--- src/design/lwbc_pkg.sv ---
// Package for the block cache tag engine: widths, parameter defaults and codes.
// No dependencies; every other design file imports it.
`default_nettype none

package lwbc_pkg;

  localparam int unsigned SLOT_COUNT_DEF     = 16;
  localparam int unsigned BUCKET_ID_BITS_DEF = 16;

  localparam int unsigned CMD_W      = 2;
  localparam int unsigned STAMP_W    = 32;
  localparam int unsigned ADDR_W     = 32;
  localparam int unsigned SLOT_OUT_W = 4;
  localparam int unsigned CFG_W      = 32;
  localparam int unsigned CFG_IDX_W  = 1;

  typedef enum logic [CMD_W-1:0] {
    CMD_ACCESS = 2'd0,
    CMD_MARK   = 2'd1,
    CMD_FLUSH  = 2'd2
  } cmd_e;

  typedef enum logic [CFG_IDX_W-1:0] {
    CFG_START_BLOCK = 1'b0,
    CFG_BLOCK_COUNT = 1'b1
  } cfg_idx_e;

endpackage

`default_nettype wire

--- src/design/lwbc_if.sv ---
// Item channels of the block cache tag engine: command in, result out.
// Depends on lwbc_pkg for widths.
`default_nettype none

interface lwbc_cmd_if #(
  parameter int unsigned BUCKET_ID_BITS = lwbc_pkg::BUCKET_ID_BITS_DEF
);
  import lwbc_pkg::*;

  logic                      valid;
  logic                      ready;
  logic [CMD_W-1:0]          command;
  logic [BUCKET_ID_BITS-1:0] bkt_id;

  modport source (output valid, command, bkt_id, input ready);
  modport sink   (input valid, command, bkt_id, output ready);
endinterface

interface lwbc_res_if;
  import lwbc_pkg::*;

  logic                  valid;
  logic                  ready;
  logic [SLOT_OUT_W-1:0] slot;
  logic                  hit;
  logic                  fetch_valid;
  logic [ADDR_W-1:0]     fetch_block;
  logic                  writeback_valid;
  logic [ADDR_W-1:0]     writeback_block;
  logic                  last;

  modport source (output valid, slot, hit, fetch_valid, fetch_block, writeback_valid,
                  writeback_block, last, input ready);
  modport sink   (input valid, slot, hit, fetch_valid, fetch_block, writeback_valid,
                  writeback_block, last, output ready);
endinterface

`default_nettype wire

--- src/design/lru_writeback_block_cache_tags.sv ---
// Top level of the block cache tag engine: sequencer, slot memory and remainder unit.
// Depends on lwbc_pkg, lwbc_if, lwbc_tag_mem and lwbc_mod_unit.
//
// Usage: commands arrive on cmd_i (valid/ready): access a bucket, mark a bucket
// dirty, or flush. Results leave on res_o (valid/ready) through an output
// register. Access and mark give one item with last set; flush gives one item
// per dirty valid slot in slot order, then a closing item with only last set.
// Command code 3 is taken and dropped without a result.
// Configuration (start_block, block_count) is written through cfg_we_i / cfg_idx_i /
// cfg_wdata_i; the user must write it only while the block is idle, the block itself does not enforce this.
// Sequence: every access or mark reads all SLOT_COUNT slots from the slot memory,
// one per cycle; a miss then runs the bit-serial remainder unit for the fetch
// address, and a dirty victim runs it again for the write-back address. Flush
// reads the slots one at a time and runs the remainder unit once per dirty slot.
// One command is in work at a time; cmd_i.ready is high only when idle, but a
// new command is taken while the previous result still sits in the output
// register. A stalled receiver holds the output item and stalls the sequencer
// only when it next has an item to emit.
// Reset clears all slots (they read as empty and clean), the stamp counter and
// the configuration (start_block 0, block_count 1). No clearing pass is needed.
`default_nettype none

module lru_writeback_block_cache_tags #(
  parameter int unsigned SLOT_COUNT     = lwbc_pkg::SLOT_COUNT_DEF,
  parameter int unsigned BUCKET_ID_BITS = lwbc_pkg::BUCKET_ID_BITS_DEF
) (
  input  wire logic                             clk_i,
  input  wire logic                             rst_ni,
  lwbc_cmd_if.sink                              cmd_i,
  lwbc_res_if.source                            res_o,
  input  wire logic                             cfg_we_i,
  input  wire logic [lwbc_pkg::CFG_IDX_W-1:0]   cfg_idx_i,
  input  wire logic [lwbc_pkg::CFG_W-1:0]       cfg_wdata_i
);
  import lwbc_pkg::*;

  localparam int unsigned IDX_W   = $clog2(SLOT_COUNT);
  localparam int unsigned ENTRY_W = BUCKET_ID_BITS + STAMP_W + 1;

  // Sequencer states, one-hot
  typedef enum logic [9:0] {
    S_IDLE      = 10'b00_0000_0001,
    S_SCAN      = 10'b00_0000_0010,
    S_DECIDE    = 10'b00_0000_0100,
    S_MOD_FETCH = 10'b00_0000_1000,
    S_MOD_WB    = 10'b00_0001_0000,
    S_RESULT    = 10'b00_0010_0000,
    S_FL_RD     = 10'b00_0100_0000,
    S_FL_CHK    = 10'b00_1000_0000,
    S_FL_MOD    = 10'b01_0000_0000,
    S_FL_EMIT   = 10'b10_0000_0000
  } state_e;

  // flush closing item reuses S_RESULT with cleared pending fields

  state_e                    state_q, state_d;
  cmd_e                      cmd_q, cmd_d;
  logic [BUCKET_ID_BITS-1:0] id_q, id_d;

  // scan bookkeeping
  logic [IDX_W:0]            next_addr_q, next_addr_d;
  logic                      data_vld_q, data_vld_d;
  logic [IDX_W-1:0]          data_idx_q, data_idx_d;

  logic                      match_found_q, match_found_d;
  logic [IDX_W-1:0]          match_idx_q, match_idx_d;
  logic [STAMP_W-1:0]        match_stamp_q, match_stamp_d;
  logic                      match_dirty_q, match_dirty_d;
  logic                      empty_found_q, empty_found_d;
  logic [IDX_W-1:0]          empty_idx_q, empty_idx_d;
  logic [STAMP_W-1:0]        min_stamp_q, min_stamp_d;
  logic [IDX_W-1:0]          min_idx_q, min_idx_d;
  logic [BUCKET_ID_BITS-1:0] min_tag_q, min_tag_d;
  logic                      min_dirty_q, min_dirty_d;

  logic [STAMP_W-1:0]        stamp_cnt_q, stamp_cnt_d;
  logic [STAMP_W-1:0]        new_stamp;

  logic [IDX_W-1:0]          fl_idx_q, fl_idx_d;
  logic [ENTRY_W-1:0]        fl_entry_q, fl_entry_d;

  // pending result fields
  logic [IDX_W-1:0]          pend_slot_q, pend_slot_d;
  logic                      pend_hit_q, pend_hit_d;
  logic                      pend_fv_q, pend_fv_d;
  logic [ADDR_W-1:0]         pend_fb_q, pend_fb_d;
  logic                      pend_wv_q, pend_wv_d;
  logic [ADDR_W-1:0]         pend_wb_q, pend_wb_d;

  // output register
  logic                      res_vld_q, res_vld_d;
  logic [SLOT_OUT_W-1:0]     res_slot_q, res_slot_d;
  logic                      res_hit_q, res_hit_d;
  logic                      res_fv_q, res_fv_d;
  logic [ADDR_W-1:0]         res_fb_q, res_fb_d;
  logic                      res_wv_q, res_wv_d;
  logic [ADDR_W-1:0]         res_wb_q, res_wb_d;
  logic                      res_last_q, res_last_d;
  logic                      out_free;

  logic [CFG_W-1:0]          start_q, start_d;
  logic [CFG_W-1:0]          count_q, count_d;

  // memory and remainder unit hookup
  logic                      rd_en;
  logic [IDX_W-1:0]          rd_addr;
  logic [ENTRY_W-1:0]        rd_data;
  logic                      wr_en;
  logic [IDX_W-1:0]          wr_addr;
  logic [ENTRY_W-1:0]        wr_data;
  logic                      mod_start;
  logic [BUCKET_ID_BITS-1:0] mod_dvd;
  logic                      mod_done;
  logic [ADDR_W-1:0]         mod_rem;
  logic [ADDR_W-1:0]         mod_addr;

  logic                      e_dirty;
  logic [STAMP_W-1:0]        e_stamp;
  logic [BUCKET_ID_BITS-1:0] e_tag;
  logic                      e_valid;
  logic                      last_slot;

  assign e_dirty   = rd_data[0];
  assign e_stamp   = rd_data[STAMP_W:1];
  assign e_tag     = rd_data[ENTRY_W-1 -: BUCKET_ID_BITS];
  assign e_valid   = (e_stamp != '0);
  assign new_stamp = stamp_cnt_q + 1'b1;
  assign mod_addr  = start_q + mod_rem;
  assign out_free  = !res_vld_q || res_o.ready;
  assign last_slot = (fl_idx_q == IDX_W'(SLOT_COUNT - 1));

  lwbc_tag_mem #(
    .SLOT_COUNT (SLOT_COUNT),
    .ENTRY_W    (ENTRY_W)
  ) u_tag_mem (
    .clk_i     (clk_i),
    .rst_ni    (rst_ni),
    .rd_en_i   (rd_en),
    .rd_addr_i (rd_addr),
    .rd_data_o (rd_data),
    .wr_en_i   (wr_en),
    .wr_addr_i (wr_addr),
    .wr_data_i (wr_data)
  );

  lwbc_mod_unit #(
    .DIVIDEND_W (BUCKET_ID_BITS)
  ) u_mod_unit (
    .clk_i      (clk_i),
    .rst_ni     (rst_ni),
    .start_i    (mod_start),
    .dividend_i (mod_dvd),
    .divisor_i  (count_q),
    .done_o     (mod_done),
    .rem_o      (mod_rem)
  );

  // Configuration writes
  always_comb begin
    start_d = start_q;
    count_d = count_q;
    if (cfg_we_i) begin
      case (cfg_idx_e'(cfg_idx_i))
        CFG_START_BLOCK: start_d = cfg_wdata_i;
        CFG_BLOCK_COUNT: count_d = cfg_wdata_i;
        default: ;
      endcase
    end
  end

  // Sequencer
  always_comb begin
    state_d       = state_q;
    cmd_d         = cmd_q;
    id_d          = id_q;
    next_addr_d   = next_addr_q;
    data_vld_d    = 1'b0;
    data_idx_d    = data_idx_q;
    match_found_d = match_found_q;
    match_idx_d   = match_idx_q;
    match_stamp_d = match_stamp_q;
    match_dirty_d = match_dirty_q;
    empty_found_d = empty_found_q;
    empty_idx_d   = empty_idx_q;
    min_stamp_d   = min_stamp_q;
    min_idx_d     = min_idx_q;
    min_tag_d     = min_tag_q;
    min_dirty_d   = min_dirty_q;
    stamp_cnt_d   = stamp_cnt_q;
    fl_idx_d      = fl_idx_q;
    fl_entry_d    = fl_entry_q;
    pend_slot_d   = pend_slot_q;
    pend_hit_d    = pend_hit_q;
    pend_fv_d     = pend_fv_q;
    pend_fb_d     = pend_fb_q;
    pend_wv_d     = pend_wv_q;
    pend_wb_d     = pend_wb_q;
    res_vld_d     = res_vld_q && !res_o.ready;
    res_slot_d    = res_slot_q;
    res_hit_d     = res_hit_q;
    res_fv_d      = res_fv_q;
    res_fb_d      = res_fb_q;
    res_wv_d      = res_wv_q;
    res_wb_d      = res_wb_q;
    res_last_d    = res_last_q;
    rd_en         = 1'b0;
    rd_addr       = '0;
    wr_en         = 1'b0;
    wr_addr       = '0;
    wr_data       = '0;
    mod_start     = 1'b0;
    mod_dvd       = id_q;

    case (state_q)
      S_IDLE: begin
        if (cmd_i.valid) begin
          cmd_d         = cmd_e'(cmd_i.command);
          id_d          = cmd_i.bkt_id;
          match_found_d = 1'b0;
          empty_found_d = 1'b0;
          min_stamp_d   = '1;
          min_idx_d     = '0;
          case (cmd_e'(cmd_i.command))
            CMD_ACCESS, CMD_MARK: begin
              // start the slot sweep at slot zero
              rd_en       = 1'b1;
              rd_addr     = '0;
              data_vld_d  = 1'b1;
              data_idx_d  = '0;
              next_addr_d = (IDX_W+1)'(1);
              state_d     = S_SCAN;
            end
            CMD_FLUSH: begin
              fl_idx_d = '0;
              state_d  = S_FL_RD;
            end
            default: ;  // unused code: drop the item
          endcase
        end
      end

      S_SCAN: begin
        if (next_addr_q < (IDX_W+1)'(SLOT_COUNT)) begin
          rd_en       = 1'b1;
          rd_addr     = next_addr_q[IDX_W-1:0];
          data_vld_d  = 1'b1;
          data_idx_d  = next_addr_q[IDX_W-1:0];
          next_addr_d = next_addr_q + 1'b1;
        end
        if (data_vld_q) begin
          if (e_valid && (e_tag == id_q) && !match_found_q) begin
            match_found_d = 1'b1;
            match_idx_d   = data_idx_q;
            match_stamp_d = e_stamp;
            match_dirty_d = e_dirty;
          end
          if (!e_valid && !empty_found_q) begin
            empty_found_d = 1'b1;
            empty_idx_d   = data_idx_q;
          end
          // oldest valid slot, first on ties; slot zero seeds the search
          if (e_valid && ((e_stamp < min_stamp_q) || (data_idx_q == '0))) begin
            min_stamp_d = e_stamp;
            min_idx_d   = data_idx_q;
            min_tag_d   = e_tag;
            min_dirty_d = e_dirty;
          end
          if (data_idx_q == IDX_W'(SLOT_COUNT - 1)) begin
            state_d = S_DECIDE;
          end
        end
      end

      S_DECIDE: begin
        pend_hit_d = 1'b0;
        pend_fv_d  = 1'b0;
        pend_fb_d  = '0;
        pend_wv_d  = 1'b0;
        pend_wb_d  = '0;
        pend_slot_d = '0;
        state_d    = S_RESULT;
        if (cmd_q == CMD_ACCESS) begin
          stamp_cnt_d = new_stamp;
          wr_en       = 1'b1;
          if (match_found_q) begin
            // hit: restamp, keep tag and dirty bit
            wr_addr     = match_idx_q;
            wr_data     = {id_q, new_stamp, match_dirty_q};
            pend_slot_d = match_idx_q;
            pend_hit_d  = 1'b1;
          end else begin
            // miss: fill the victim clean, then work out the addresses
            wr_addr     = empty_found_q ? empty_idx_q : min_idx_q;
            wr_data     = {id_q, new_stamp, 1'b0};
            pend_slot_d = empty_found_q ? empty_idx_q : min_idx_q;
            pend_fv_d   = 1'b1;
            pend_wv_d   = !empty_found_q && min_dirty_q;
            mod_start   = 1'b1;
            mod_dvd     = id_q;
            state_d     = S_MOD_FETCH;
          end
        end else if (match_found_q) begin
          wr_en       = 1'b1;
          wr_addr     = match_idx_q;
          wr_data     = {id_q, match_stamp_q, 1'b1};
          pend_slot_d = match_idx_q;
          pend_hit_d  = 1'b1;
        end
      end

      S_MOD_FETCH: begin
        if (mod_done) begin
          pend_fb_d = mod_addr;
          if (pend_wv_q) begin
            mod_start = 1'b1;
            mod_dvd   = min_tag_q;
            state_d   = S_MOD_WB;
          end else begin
            state_d = S_RESULT;
          end
        end
      end

      S_MOD_WB: begin
        if (mod_done) begin
          pend_wb_d = mod_addr;
          state_d   = S_RESULT;
        end
      end

      S_RESULT: begin
        if (out_free) begin
          res_vld_d  = 1'b1;
          res_slot_d = SLOT_OUT_W'(pend_slot_q);
          res_hit_d  = pend_hit_q;
          res_fv_d   = pend_fv_q;
          res_fb_d   = pend_fb_q;
          res_wv_d   = pend_wv_q;
          res_wb_d   = pend_wb_q;
          res_last_d = 1'b1;
          state_d    = S_IDLE;
        end
      end

      S_FL_RD: begin
        rd_en   = 1'b1;
        rd_addr = fl_idx_q;
        state_d = S_FL_CHK;
      end

      S_FL_CHK: begin
        fl_entry_d = rd_data;
        if (e_dirty && e_valid) begin
          mod_start = 1'b1;
          mod_dvd   = e_tag;
          state_d   = S_FL_MOD;
        end else if (last_slot) begin
          // closing item: every field clear except last
          pend_slot_d = '0;
          pend_hit_d  = 1'b0;
          pend_fv_d   = 1'b0;
          pend_fb_d   = '0;
          pend_wv_d   = 1'b0;
          pend_wb_d   = '0;
          state_d     = S_RESULT;
        end else begin
          fl_idx_d = fl_idx_q + 1'b1;
          state_d  = S_FL_RD;
        end
      end

      S_FL_MOD: begin
        if (mod_done) begin
          pend_wb_d = mod_addr;
          state_d   = S_FL_EMIT;
        end
      end

      S_FL_EMIT: begin
        if (out_free) begin
          res_vld_d  = 1'b1;
          res_slot_d = SLOT_OUT_W'(fl_idx_q);
          res_hit_d  = 1'b0;
          res_fv_d   = 1'b0;
          res_fb_d   = '0;
          res_wv_d   = 1'b1;
          res_wb_d   = pend_wb_q;
          res_last_d = 1'b0;
          // clean the slot once its write-back is out
          wr_en      = 1'b1;
          wr_addr    = fl_idx_q;
          wr_data    = {fl_entry_q[ENTRY_W-1:1], 1'b0};
          if (last_slot) begin
            pend_slot_d = '0;
            pend_hit_d  = 1'b0;
            pend_fv_d   = 1'b0;
            pend_fb_d   = '0;
            pend_wv_d   = 1'b0;
            pend_wb_d   = '0;
            state_d     = S_RESULT;
          end else begin
            fl_idx_d = fl_idx_q + 1'b1;
            state_d  = S_FL_RD;
          end
        end
      end

      default: state_d = S_IDLE;
    endcase
  end

  always_ff @(posedge clk_i or negedge rst_ni) begin
    if (!rst_ni) begin
      state_q       <= S_IDLE;
      next_addr_q   <= '0;
      data_vld_q    <= 1'b0;
      match_found_q <= 1'b0;
      empty_found_q <= 1'b0;
      stamp_cnt_q   <= '0;
      fl_idx_q      <= '0;
      res_vld_q     <= 1'b0;
      start_q       <= '0;
      count_q       <= CFG_W'(1);
    end else begin
      state_q       <= state_d;
      next_addr_q   <= next_addr_d;
      data_vld_q    <= data_vld_d;
      match_found_q <= match_found_d;
      empty_found_q <= empty_found_d;
      stamp_cnt_q   <= stamp_cnt_d;
      fl_idx_q      <= fl_idx_d;
      res_vld_q     <= res_vld_d;
      start_q       <= start_d;
      count_q       <= count_d;
    end
  end

  always_ff @(posedge clk_i) begin
    cmd_q         <= cmd_d;
    id_q          <= id_d;
    data_idx_q    <= data_idx_d;
    match_idx_q   <= match_idx_d;
    match_stamp_q <= match_stamp_d;
    match_dirty_q <= match_dirty_d;
    empty_idx_q   <= empty_idx_d;
    min_stamp_q   <= min_stamp_d;
    min_idx_q     <= min_idx_d;
    min_tag_q     <= min_tag_d;
    min_dirty_q   <= min_dirty_d;
    fl_entry_q    <= fl_entry_d;
    pend_slot_q   <= pend_slot_d;
    pend_hit_q    <= pend_hit_d;
    pend_fv_q     <= pend_fv_d;
    pend_fb_q     <= pend_fb_d;
    pend_wv_q     <= pend_wv_d;
    pend_wb_q     <= pend_wb_d;
    res_slot_q    <= res_slot_d;
    res_hit_q     <= res_hit_d;
    res_fv_q      <= res_fv_d;
    res_fb_q      <= res_fb_d;
    res_wv_q      <= res_wv_d;
    res_wb_q      <= res_wb_d;
    res_last_q    <= res_last_d;
  end

  // Ports
  assign cmd_i.ready           = (state_q == S_IDLE);
  assign res_o.valid           = res_vld_q;
  assign res_o.slot            = res_slot_q;
  assign res_o.hit             = res_hit_q;
  assign res_o.fetch_valid     = res_fv_q;
  assign res_o.fetch_block     = res_fb_q;
  assign res_o.writeback_valid = res_wv_q;
  assign res_o.writeback_block = res_wb_q;
  assign res_o.last            = res_last_q;

endmodule

`default_nettype wire

--- src/design/lwbc_tag_mem.sv ---
// Slot memory: one synchronous read port, one write port; read data is registered.
// Per-entry written flags make never-written entries read as zero. Uses lwbc_pkg.
`default_nettype none

module lwbc_tag_mem #(
  parameter int unsigned SLOT_COUNT = lwbc_pkg::SLOT_COUNT_DEF,
  parameter int unsigned ENTRY_W    = 49
) (
  input  wire logic                          clk_i,
  input  wire logic                          rst_ni,
  input  wire logic                          rd_en_i,
  input  wire logic [$clog2(SLOT_COUNT)-1:0] rd_addr_i,
  output logic      [ENTRY_W-1:0]            rd_data_o,
  input  wire logic                          wr_en_i,
  input  wire logic [$clog2(SLOT_COUNT)-1:0] wr_addr_i,
  input  wire logic [ENTRY_W-1:0]            wr_data_i
);
  import lwbc_pkg::*;

  logic [ENTRY_W-1:0]    mem [SLOT_COUNT];
  logic [SLOT_COUNT-1:0] written_q;
  logic [ENTRY_W-1:0]    rd_data_q;
  logic                  rd_written_q;

  always_ff @(posedge clk_i) begin
    if (wr_en_i) begin
      mem[wr_addr_i] <= wr_data_i;
    end
    if (rd_en_i) begin
      rd_data_q <= mem[rd_addr_i];
    end
  end

  always_ff @(posedge clk_i or negedge rst_ni) begin
    if (!rst_ni) begin
      written_q    <= '0;
      rd_written_q <= 1'b0;
    end else begin
      if (wr_en_i) begin
        written_q[wr_addr_i] <= 1'b1;
      end
      if (rd_en_i) begin
        rd_written_q <= written_q[rd_addr_i];
      end
    end
  end

  assign rd_data_o = rd_written_q ? rd_data_q : '0;

endmodule

`default_nettype wire

--- src/design/lwbc_mod_unit.sv ---
// Iterative remainder unit: one dividend bit per cycle, done pulse at the end.
// A zero divisor gives a zero remainder. Uses lwbc_pkg.
`default_nettype none

module lwbc_mod_unit #(
  parameter int unsigned DIVIDEND_W = lwbc_pkg::BUCKET_ID_BITS_DEF
) (
  input  wire logic                  clk_i,
  input  wire logic                  rst_ni,
  input  wire logic                  start_i,
  input  wire logic [DIVIDEND_W-1:0] dividend_i,
  input  wire logic [lwbc_pkg::ADDR_W-1:0] divisor_i,
  output logic                       done_o,
  output logic [lwbc_pkg::ADDR_W-1:0] rem_o
);
  import lwbc_pkg::*;

  localparam int unsigned CNT_W = $clog2(DIVIDEND_W + 1);

  logic                  busy_q, busy_d;
  logic                  done_q, done_d;
  logic [CNT_W-1:0]      cnt_q, cnt_d;
  logic [DIVIDEND_W-1:0] dvd_q, dvd_d;
  logic [ADDR_W-1:0]     rem_q, rem_d;
  logic [ADDR_W:0]       trial;

  always_comb begin
    trial  = {rem_q, dvd_q[DIVIDEND_W-1]};
    busy_d = busy_q;
    done_d = 1'b0;
    cnt_d  = cnt_q;
    dvd_d  = dvd_q;
    rem_d  = rem_q;
    if (start_i) begin
      busy_d = 1'b1;
      cnt_d  = CNT_W'(DIVIDEND_W);
      dvd_d  = dividend_i;
      rem_d  = '0;
    end else if (busy_q) begin
      // restoring step: shift in the next bit, subtract when it fits
      if (trial >= {1'b0, divisor_i}) begin
        rem_d = ADDR_W'(trial - {1'b0, divisor_i});
      end else begin
        rem_d = trial[ADDR_W-1:0];
      end
      dvd_d = dvd_q << 1;
      cnt_d = cnt_q - 1'b1;
      if (cnt_q == CNT_W'(1)) begin
        busy_d = 1'b0;
        done_d = 1'b1;
      end
    end
  end

  always_ff @(posedge clk_i or negedge rst_ni) begin
    if (!rst_ni) begin
      busy_q <= 1'b0;
      done_q <= 1'b0;
      cnt_q  <= '0;
    end else begin
      busy_q <= busy_d;
      done_q <= done_d;
      cnt_q  <= cnt_d;
    end
  end

  always_ff @(posedge clk_i) begin
    dvd_q <= dvd_d;
    rem_q <= rem_d;
  end

  assign done_o = done_q;
  assign rem_o  = (divisor_i == '0) ? '0 : rem_q;

endmodule

`default_nettype wire

--- src/flat_wrapper.sv ---
// flat-port wrapper written by rule: the top's interface ports become plain ports
module lru_writeback_block_cache_tags_flat import lwbc_pkg::*;
#(
  parameter int unsigned SLOT_COUNT     = lwbc_pkg::SLOT_COUNT_DEF,
  parameter int unsigned BUCKET_ID_BITS = lwbc_pkg::BUCKET_ID_BITS_DEF
)
  (clk_i, rst_ni, cfg_we_i, cfg_idx_i, cfg_wdata_i, cmd_i_valid, cmd_i_command, cmd_i_bkt_id, cmd_i_ready, res_o_valid, res_o_slot, res_o_hit, res_o_fetch_valid, res_o_fetch_block, res_o_writeback_valid, res_o_writeback_block, res_o_last, res_o_ready);
  lwbc_cmd_if #(.BUCKET_ID_BITS(BUCKET_ID_BITS)) cmd_i_i ();
  lwbc_res_if res_o_i ();
  input  wire logic clk_i;
  input  wire logic rst_ni;
  input  wire logic cfg_we_i;
  input  wire logic [lwbc_pkg::CFG_IDX_W-1:0] cfg_idx_i;
  input  wire logic [lwbc_pkg::CFG_W-1:0] cfg_wdata_i;
  input wire logic [$bits(cmd_i_i.valid)-1:0] cmd_i_valid;
  input wire logic [$bits(cmd_i_i.command)-1:0] cmd_i_command;
  input wire logic [$bits(cmd_i_i.bkt_id)-1:0] cmd_i_bkt_id;
  output wire logic [$bits(cmd_i_i.ready)-1:0] cmd_i_ready;
  output wire logic [$bits(res_o_i.valid)-1:0] res_o_valid;
  output wire logic [$bits(res_o_i.slot)-1:0] res_o_slot;
  output wire logic [$bits(res_o_i.hit)-1:0] res_o_hit;
  output wire logic [$bits(res_o_i.fetch_valid)-1:0] res_o_fetch_valid;
  output wire logic [$bits(res_o_i.fetch_block)-1:0] res_o_fetch_block;
  output wire logic [$bits(res_o_i.writeback_valid)-1:0] res_o_writeback_valid;
  output wire logic [$bits(res_o_i.writeback_block)-1:0] res_o_writeback_block;
  output wire logic [$bits(res_o_i.last)-1:0] res_o_last;
  input wire logic [$bits(res_o_i.ready)-1:0] res_o_ready;
  assign cmd_i_i.valid = cmd_i_valid;
  assign cmd_i_i.command = cmd_i_command;
  assign cmd_i_i.bkt_id = cmd_i_bkt_id;
  assign cmd_i_ready = cmd_i_i.ready;
  assign res_o_valid = res_o_i.valid;
  assign res_o_slot = res_o_i.slot;
  assign res_o_hit = res_o_i.hit;
  assign res_o_fetch_valid = res_o_i.fetch_valid;
  assign res_o_fetch_block = res_o_i.fetch_block;
  assign res_o_writeback_valid = res_o_i.writeback_valid;
  assign res_o_writeback_block = res_o_i.writeback_block;
  assign res_o_last = res_o_i.last;
  assign res_o_i.ready = res_o_ready;
  lru_writeback_block_cache_tags #(.SLOT_COUNT(SLOT_COUNT), .BUCKET_ID_BITS(BUCKET_ID_BITS)) u_core (.clk_i(clk_i), .rst_ni(rst_ni), .cmd_i(cmd_i_i), .res_o(res_o_i), .cfg_we_i(cfg_we_i), .cfg_idx_i(cfg_idx_i), .cfg_wdata_i(cfg_wdata_i));
endmodule
--- config.mk ---
export PLATFORM = sky130hd
export DESIGN_NAME = lru_writeback_block_cache_tags_flat
export DESIGN_NICKNAME = d
export VERILOG_FILES = /design/src/design/lwbc_pkg.sv /design/src/design/lwbc_if.sv /design/src/design/lru_writeback_block_cache_tags.sv /design/src/design/lwbc_tag_mem.sv /design/src/design/lwbc_mod_unit.sv /design/src/flat_wrapper.sv
export SDC_FILE = /design/constraint.sdc
export NUM_CORES = 2
export LEC_CHECK = 0
export ABC_CLOCK_PERIOD_IN_PS = 7140
export BUFFER_PORTS_ARGS = -buffer_cell sky130_fd_sc_hd__buf_2
export CAP_MARGIN = 20
export CORE_MARGIN = 2
export CORE_UTILIZATION = 62
export CTS_CLUSTER_DIAMETER = 120
export DETAILED_ROUTE_END_ITERATION = 8
export MAX_ROUTING_LAYER = met4
export PLACE_DENSITY_LB_ADDON = 0.3
export SKIP_CTS_REPAIR_TIMING = 1
export SYNTH_ARGS = -nofsm -noshare
export SYNTH_HDL_FRONTEND = slang
export SYNTH_HIERARCHICAL = 1
export SYNTH_SLANG_ARGS = --single-unit
--- constraint.sdc ---
create_clock -name clk_i -period 7.14 [get_ports clk_i]
set_input_delay 1.071 -clock clk_i [delete_from_list [all_inputs] [get_ports clk_i]]
set_output_delay 1.071 -clock clk_i [all_outputs]
set_load 0.01 [all_outputs]
=== Yosys cells after proc, flatten, opt, wreduce, memory -nomap -nowiden ===
Memories as Yosys holds them, arrays and structs flattened. A register that Yosys moved wholly into a read port is not among the register bits.
Index checks and enable logic that the tools add are counted.

* Register bits after elaboration: 499
* Memory bits (writable): 784
* Input bits: 56
* Logic and storage cells: 277
* Memories kept: 1

{| class="wikitable"
|+ Memory list
! memory !! words !! width !! rd ports !! clocked after Yosys merged registers in !! write ports !! line !! source
|-
| u_core.u_tag_mem.mem || 16 || 49 || 1 || 1 || 1 || lwbc_tag_mem.sv:20 || <nowiki>logic [ENTRY_W-1:0] mem [SLOT_COUNT];</nowiki>
|}

* Add/subtract/negate cells: 6
* $lt $le $gt $ge: 6
* Eq/ne operators: 33
* Multiplexer cells: 139
* Bitwise gates (word level): 2
* Reduce and logical (&&, ||, !) cells: 48

{| class="wikitable"
|+ Operator list
! kind !! number
|-
| 32-bit two-way mux || 14
|-
| 32-bit one-hot mux with 4 select lines || 2
|-
| 49-bit two-way mux || 4
|-
| 32-bit one-hot mux with 2 select lines || 2
|-
| 10-bit two-way mux || 10
|-
| 10-bit one-hot mux with 10 select lines || 1
|-
| 49-bit one-hot mux with 2 select lines || 1
|-
| 4-bit two-way mux || 22
|-
| 16-bit two-way mux || 5
|-
| 1-bit two-way mux || 45
|-
| 4-bit one-hot mux with 2 select lines || 5
|-
| 33-bit by 32-bit >= comparator with 1-bit output || 1
|-
| 32-bit by 1-bit adder with 32-bit output, second input constant || 1
|-
| 32-bit adder || 1
|-
| 32-bit zero test || 1
|-
| 32-bit < comparator || 1
|-
| 16-bit one-hot mux with 2 select lines || 1
|-
| 32-bit nonzero test || 1
|-
| 32-bit subtractor || 1
|-
| 5-bit two-way mux || 5
|-
| 4-bit one-hot mux with 3 select lines || 2
|-
| 4-bit AND reduction || 6
|-
| 2-bit by 1-bit inequality test with 1-bit output, second input constant || 11
|-
| 10-bit one-hot mux with 2 select lines || 1
|-
| other kinds (45) || 90
|}

=== Logic depth before layout (Yosys ltp) ===
* Depth in word-level cells: 9
* Gate-level depth with buffers: 15
* Depth with buffers taken out: 15

=== Cells and area by module ===
Netlist, hierarchy kept.

{| class="wikitable"
|+ By module, submodules not included
! module !! times used !! cells each !! area each (µm²) !! seq. area each (µm²)
|-
| lwbc_tag_mem || 1 || 1252 || 31946.9 || 25439.4
|-
| lru_writeback_block_cache_tags || 1 || 1503 || 19446.2 || 12199.2
|-
| lwbc_mod_unit || 1 || 571 || 4700.8 || 1296.2
|}

=== Worst setup path after synthesis ===
Ideal clock, no wire load.

* Path type: register to register
* From: register u_core.state_q[1]
* To: memory u_core.u_tag_mem.mem[0][0] (enable)
* Setup time: 0.517 ns
* Arrival time: 6.004 ns
* Data required time: 6.623 ns
* Setup slack: 0.619 ns
* Stages on the path, launching flop included: 9
* Cells stage by stage: dfrtp_1 nor4_1 nor3b_1 nand4b_1 nor2_1 buf_2 or2_2 or3b_2 nor3_1

* Word-level cells in the longest chain between the ends: 4
* Elaborated cells on any way between the ends: 6
* Those cells by class: eq/ne (2); mux (4)

{| class="wikitable"
|+ RTL lines
! what !! line !! source
|-
| from (decl) || lru_writeback_block_cache_tags.sv:56 || <nowiki>state_e state_q, state_d;</nowiki>
|-
| from (signal assigned) || lru_writeback_block_cache_tags.sv:425 || <nowiki>state_q <= state_d;</nowiki>
|-
| 10-bit == test or 10-bit by 3-bit == test with 1-bit output (tied branches) || lru_writeback_block_cache_tags.sv:214 || <nowiki>case (state_q)</nowiki>
|-
| 1-bit one-hot mux with 2 select lines * || lru_writeback_block_cache_tags.sv:214 ||
|-
| via u_core.wr_en || lru_writeback_block_cache_tags.sv:108 || <nowiki>logic wr_en;</nowiki>
|-
| 1-bit two-way mux * || lwbc_tag_mem.sv:26 || <nowiki>if (wr_en_i) begin</nowiki>
|-
| 1-bit two-way mux (not written as such) * || lwbc_tag_mem.sv:27 || <nowiki>mem[wr_addr_i] <= wr_data_i;</nowiki>
|-
| to (decl) || lwbc_tag_mem.sv:20 ||
|}

Mark *: on every way through the listed nets, which the timed path passes. The rest lies on a longest branch.

=== Final worst setup path ===
* From: register u_core.state_q[1]
* To: memory u_core.u_tag_mem.mem[2][16] (enable)

* Elaborated cells on any way between the ends: 6
* Those cells by class: eq/ne (2); mux (4)

{| class="wikitable"
|+ RTL lines
! what !! line !! source
|-
| 10-bit == test or 10-bit by 3-bit == test with 1-bit output (tied branches) || lru_writeback_block_cache_tags.sv:214 ||
|-
| 4-bit one-hot mux with 2 select lines * || lru_writeback_block_cache_tags.sv:214 ||
|-
| via u_core.wr_addr[1] || lru_writeback_block_cache_tags.sv:109 || <nowiki>logic [IDX_W-1:0] wr_addr;</nowiki>
|}

Marks and branches as above.

==> key figures <==
Status
  – Status: finished clean

Die
  – # IOs: 130
  – Row count: 110
  – DIE AREA: between 90000 and 100000 um^2
  – Core area: 89900 um^2
  – Starting Density: 62.4%
  – Die width: 305 um
  – Die height: 305 um

Power
  – Leak pwr: between 20 and 25 nW
  – Max IR drop VDD: between 0.2 and 0.3 mV
  – Pwr dens: 338 nW/um^2

Timing
  – Fmax: 187 MHz
  – Hold Violations, Final: 0
  – Setup Viol. Count Final: 0
  – Final period utilization: 74.7%
  – RSZ-0062 raised after global routing: false
  – Slew HR: a little under a quarter
  – Slew @ Worst Pin: 1.15 ns
  – Post-layout min period: around 5.3 ns
  – Setup TNS: 0 ns
  – Final Skew: 0.0645 ns
  – Slew Limit Fails: 0

Synth
  – Number of distinct library cells after synthesis: 96
  – Syn. warnings: 6
  – Area of the mapped netlist: 56100 um^2
  – Mapped Cells: 3326
  – #FFs+latches synth: between 1000 and 1500
  – Post-Syn Nets: around 3500
  – Synth Flop Type: edfxtp_1
  – Sequential area share after synthesis: roughly 69%
  – FFs w/ async S/R, synth: 10.7%
  – Avg Synthesized Cell Area: around 17 um^2
  – Number of synthesized flops with an enable pin: 1156

CTS
  – Worst-skew pair later-pin latency: 0.77 ns
  – TritonCTS sink count: ~1300
  – CTS Buffer Depth: 3
  – CTS tree: done
  – Root buffer cell: clkbuf_16
  – H-tree level count: 4
  – CTS buffer count: 136
  – Clock-pin slew on the worst setup and hold paths: 0.06 ns

Routing
  – DR WL/cell: 29.1 um
  – Router iterations before antenna repair: 9
  – Vias per inst: approximately 6.7
  – Vias post-DR: 32100
  – Antenna-violating nets left: 0
  – Routed WL: 141000 um
  – Iter 0 DRT Violations: around 4100
  – Remaining DRCs: 0

Critical path
  – Setup CP Type: reg2reg
  – Worst Setup SP: u_core/state_q[1]
  – Launching point of the worst reg2reg path: u_core/state_q[1]
  – Crit path launch type: register
  – Critical Path Sink Type: register
  – Critical Path AT: 5.72 ns
  – Worst endpoint required time: 7.52 ns
  – CP Max Fanout: 46

Global routing
  – Vias in the first global route: roughly 32000
  – Global Route Usage Sum: 31.7%
  – Pin count of the biggest net entering global routing: 97
  – Initial antenna violation count: 9
  – Global-route wire length before repair: 210000 um
  – GRT overflow: 0

Place
  – HPWL after detailed placement: 83800 um
  – RePlAce Congestion: 0.941
  – Cell area after placement: 58500 um^2
  – Number of port buffers: around 130

Run
  – Max cap viols: 0

Layout
  – Finished Core Util: a little over two thirds
  – Layout cells sized above 1: a little under a quarter
  – Synth-to-layout area growth: 12.3%
  – Nets: 3695
  – Design area: 63000 um^2

Hold path
  – Worst Hold Class: in2async
==> synthesized netlist by cell type (40+ instances only) <==
| master | count | area [um^2] |
|---|---|---|
| a21o_1 | 51 | 383 |
| a21oi_1 | 72 | 360 |
| and2_1 | 104 | 651 |
| clkbuf_1 | 78 | 293 |
| dfrtp_1 | 141 | 3530 |
| edfxtp_1 | 1156 | 34700 |
| ha_1 | 99 | 1240 |
| inv_1 | 110 | 413 |
| mux2_2 | 87 | 980 |
| mux4_2 | 249 | 5610 |
| nand2_1 | 131 | 492 |
| nor2_1 | 193 | 724 |
| nor2b_1 | 46 | 288 |
| o21ai_0 | 83 | 415 |
| or3_1 | 40 | 250 |
| xnor2_1 | 64 | 561 |
| xor2_1 | 70 | 613 |
==> cells by family (layout without fill, tap and decap cells) <==
logic type	after synthesis	count (layout)	share of synthesized area (%)
compound gates	422	422	5.37
xor+xnor	134	134	2.09
fa+ha+maj	101	101	2.28
buf+inv	263	587	2.10
flops	1331	1331	69.4
mux	347	347	11.9
other cells	0	4	0
simple gates	728	728	6.81
==> worst max-delay path, cell delays in order, from the launching register on <==
cell	delay, ns
dfrtp_1	0.46
nor4_1	0.53
nor3b_1	0.42
nand4b_1	0.14
buf_4	0.28
nor2_4	0.63
a22o_1	0.56
nand2b_1	0.38
nor2_4	0.81
buf_4	0.69
==> routing by layer <==
| metal | GRT usage, % | vias up | routed length [um] | part of all wire (%) |
|---|---|---|---|---|
| met5 | - | - | 0 | 0 |
| met4 | 10.0 | 0 | 3650 | 2.6 |
| met3 | 5.56 | 262 | 14900 | 11 |
| met2 | 49.7 | 2072 | 68800 | 49 |
| met1 | 43.2 | 16300 | 53300 | 38 |
| li1 | - | 13500 | - | - |
==> cell usage in the layout, fill, tap and decap left out, types with 83 or more instances in the layout <==
master and count:
mux4_2 249, and2_1 103, mux2_2 87, edfxtp_1 1156, clkbuf_16 137, o21ai_0 83
inv_1 110, nor2_1 177, ha_1 99, buf_2 128, dfrtp_1 141, nand2_1 131
buf_4 83
==> cell type report <==
class,instances,area [um^2]
multi-input cells,1732,16200
well taps,1176,1470
diodes,4,10.0
clock inverters,74,777
inverters,110,413
clock buffers,176,3610
flip-flops and latches,1331,38900
repair buffers,227,1570
fillers,5505,26900
==> state kept, by name (all words and copies together), names as in the netlist, 5 cells and up <==
name / count
u_core/u_tag_mem/mem: 784
u_core/u_tag_mem/rd_data_q: 49
u_core/fl_entry_q: 48
u_core/count_q: 32
u_core/match_stamp_q: 32
u_core/min_stamp_q: 32
u_core/pend_fb_q: 32
u_core/pend_wb_q: 32
u_core/res_o.fetch_block: 32
u_core/res_o.writeback_block: 32
u_core/stamp_cnt_q: 32
u_core/start_q: 32
u_core/u_mod_unit/rem_q: 32
u_core/id_q: 16
u_core/min_tag_q: 16
u_core/u_mod_unit/dvd_q: 16
u_core/u_tag_mem/written_q: 16
u_core/state_q: 10
u_core/next_addr_q: 5
u_core/u_mod_unit/cnt_q: 5
==> report_power, final <==
group	switching [mW]	internal [mW]	total, mW
Combinational	3.01	1.81	4.83
Clock	3.08	3.87	6.94
Sequential	0.432	9.11	9.55
Total	6.52	14.8	21.3
==> worst paths after layout <==
path,to,slack (ns),depth (start not counted)
setup / recovery,u_core/u_tag_mem/mem[2][16],1.80,9
hold / removal,u_core/stamp_cnt_q[22],0.32,1
setup reg to reg,u_core/u_tag_mem/mem[2][16],1.80,9
hold reg to reg,u_core/res_o.writeback_block[15],0.42,0
max in group asynchronous,u_core/u_tag_mem/rd_written_q,5.18,3
min in group clk_i,u_core/res_o.writeback_block[15],0.42,0
==> metrics by stage <==
| stage | power (mW) | std cells | hold slack (ns) | setup slack, ns |
|---|---|---|---|---|
| detailed placement | 14.4 | 4570 | 0.405 | 2.10 |
| global route | 22.1 | 4830 | 0.367 | 1.63 |
| finish | 21.3 | 4830 | 0.316 | 1.80 |
| global placement | 14.2 | 4565 | 0.401 | 1.87 |
| floorplan | 13.0 | 3326 | 0.400 | 0.619 |
| CTS | 21.3 | 4820 | 0.314 | 1.95 |
Note: power is estimated with default switching activity, not from simulation.
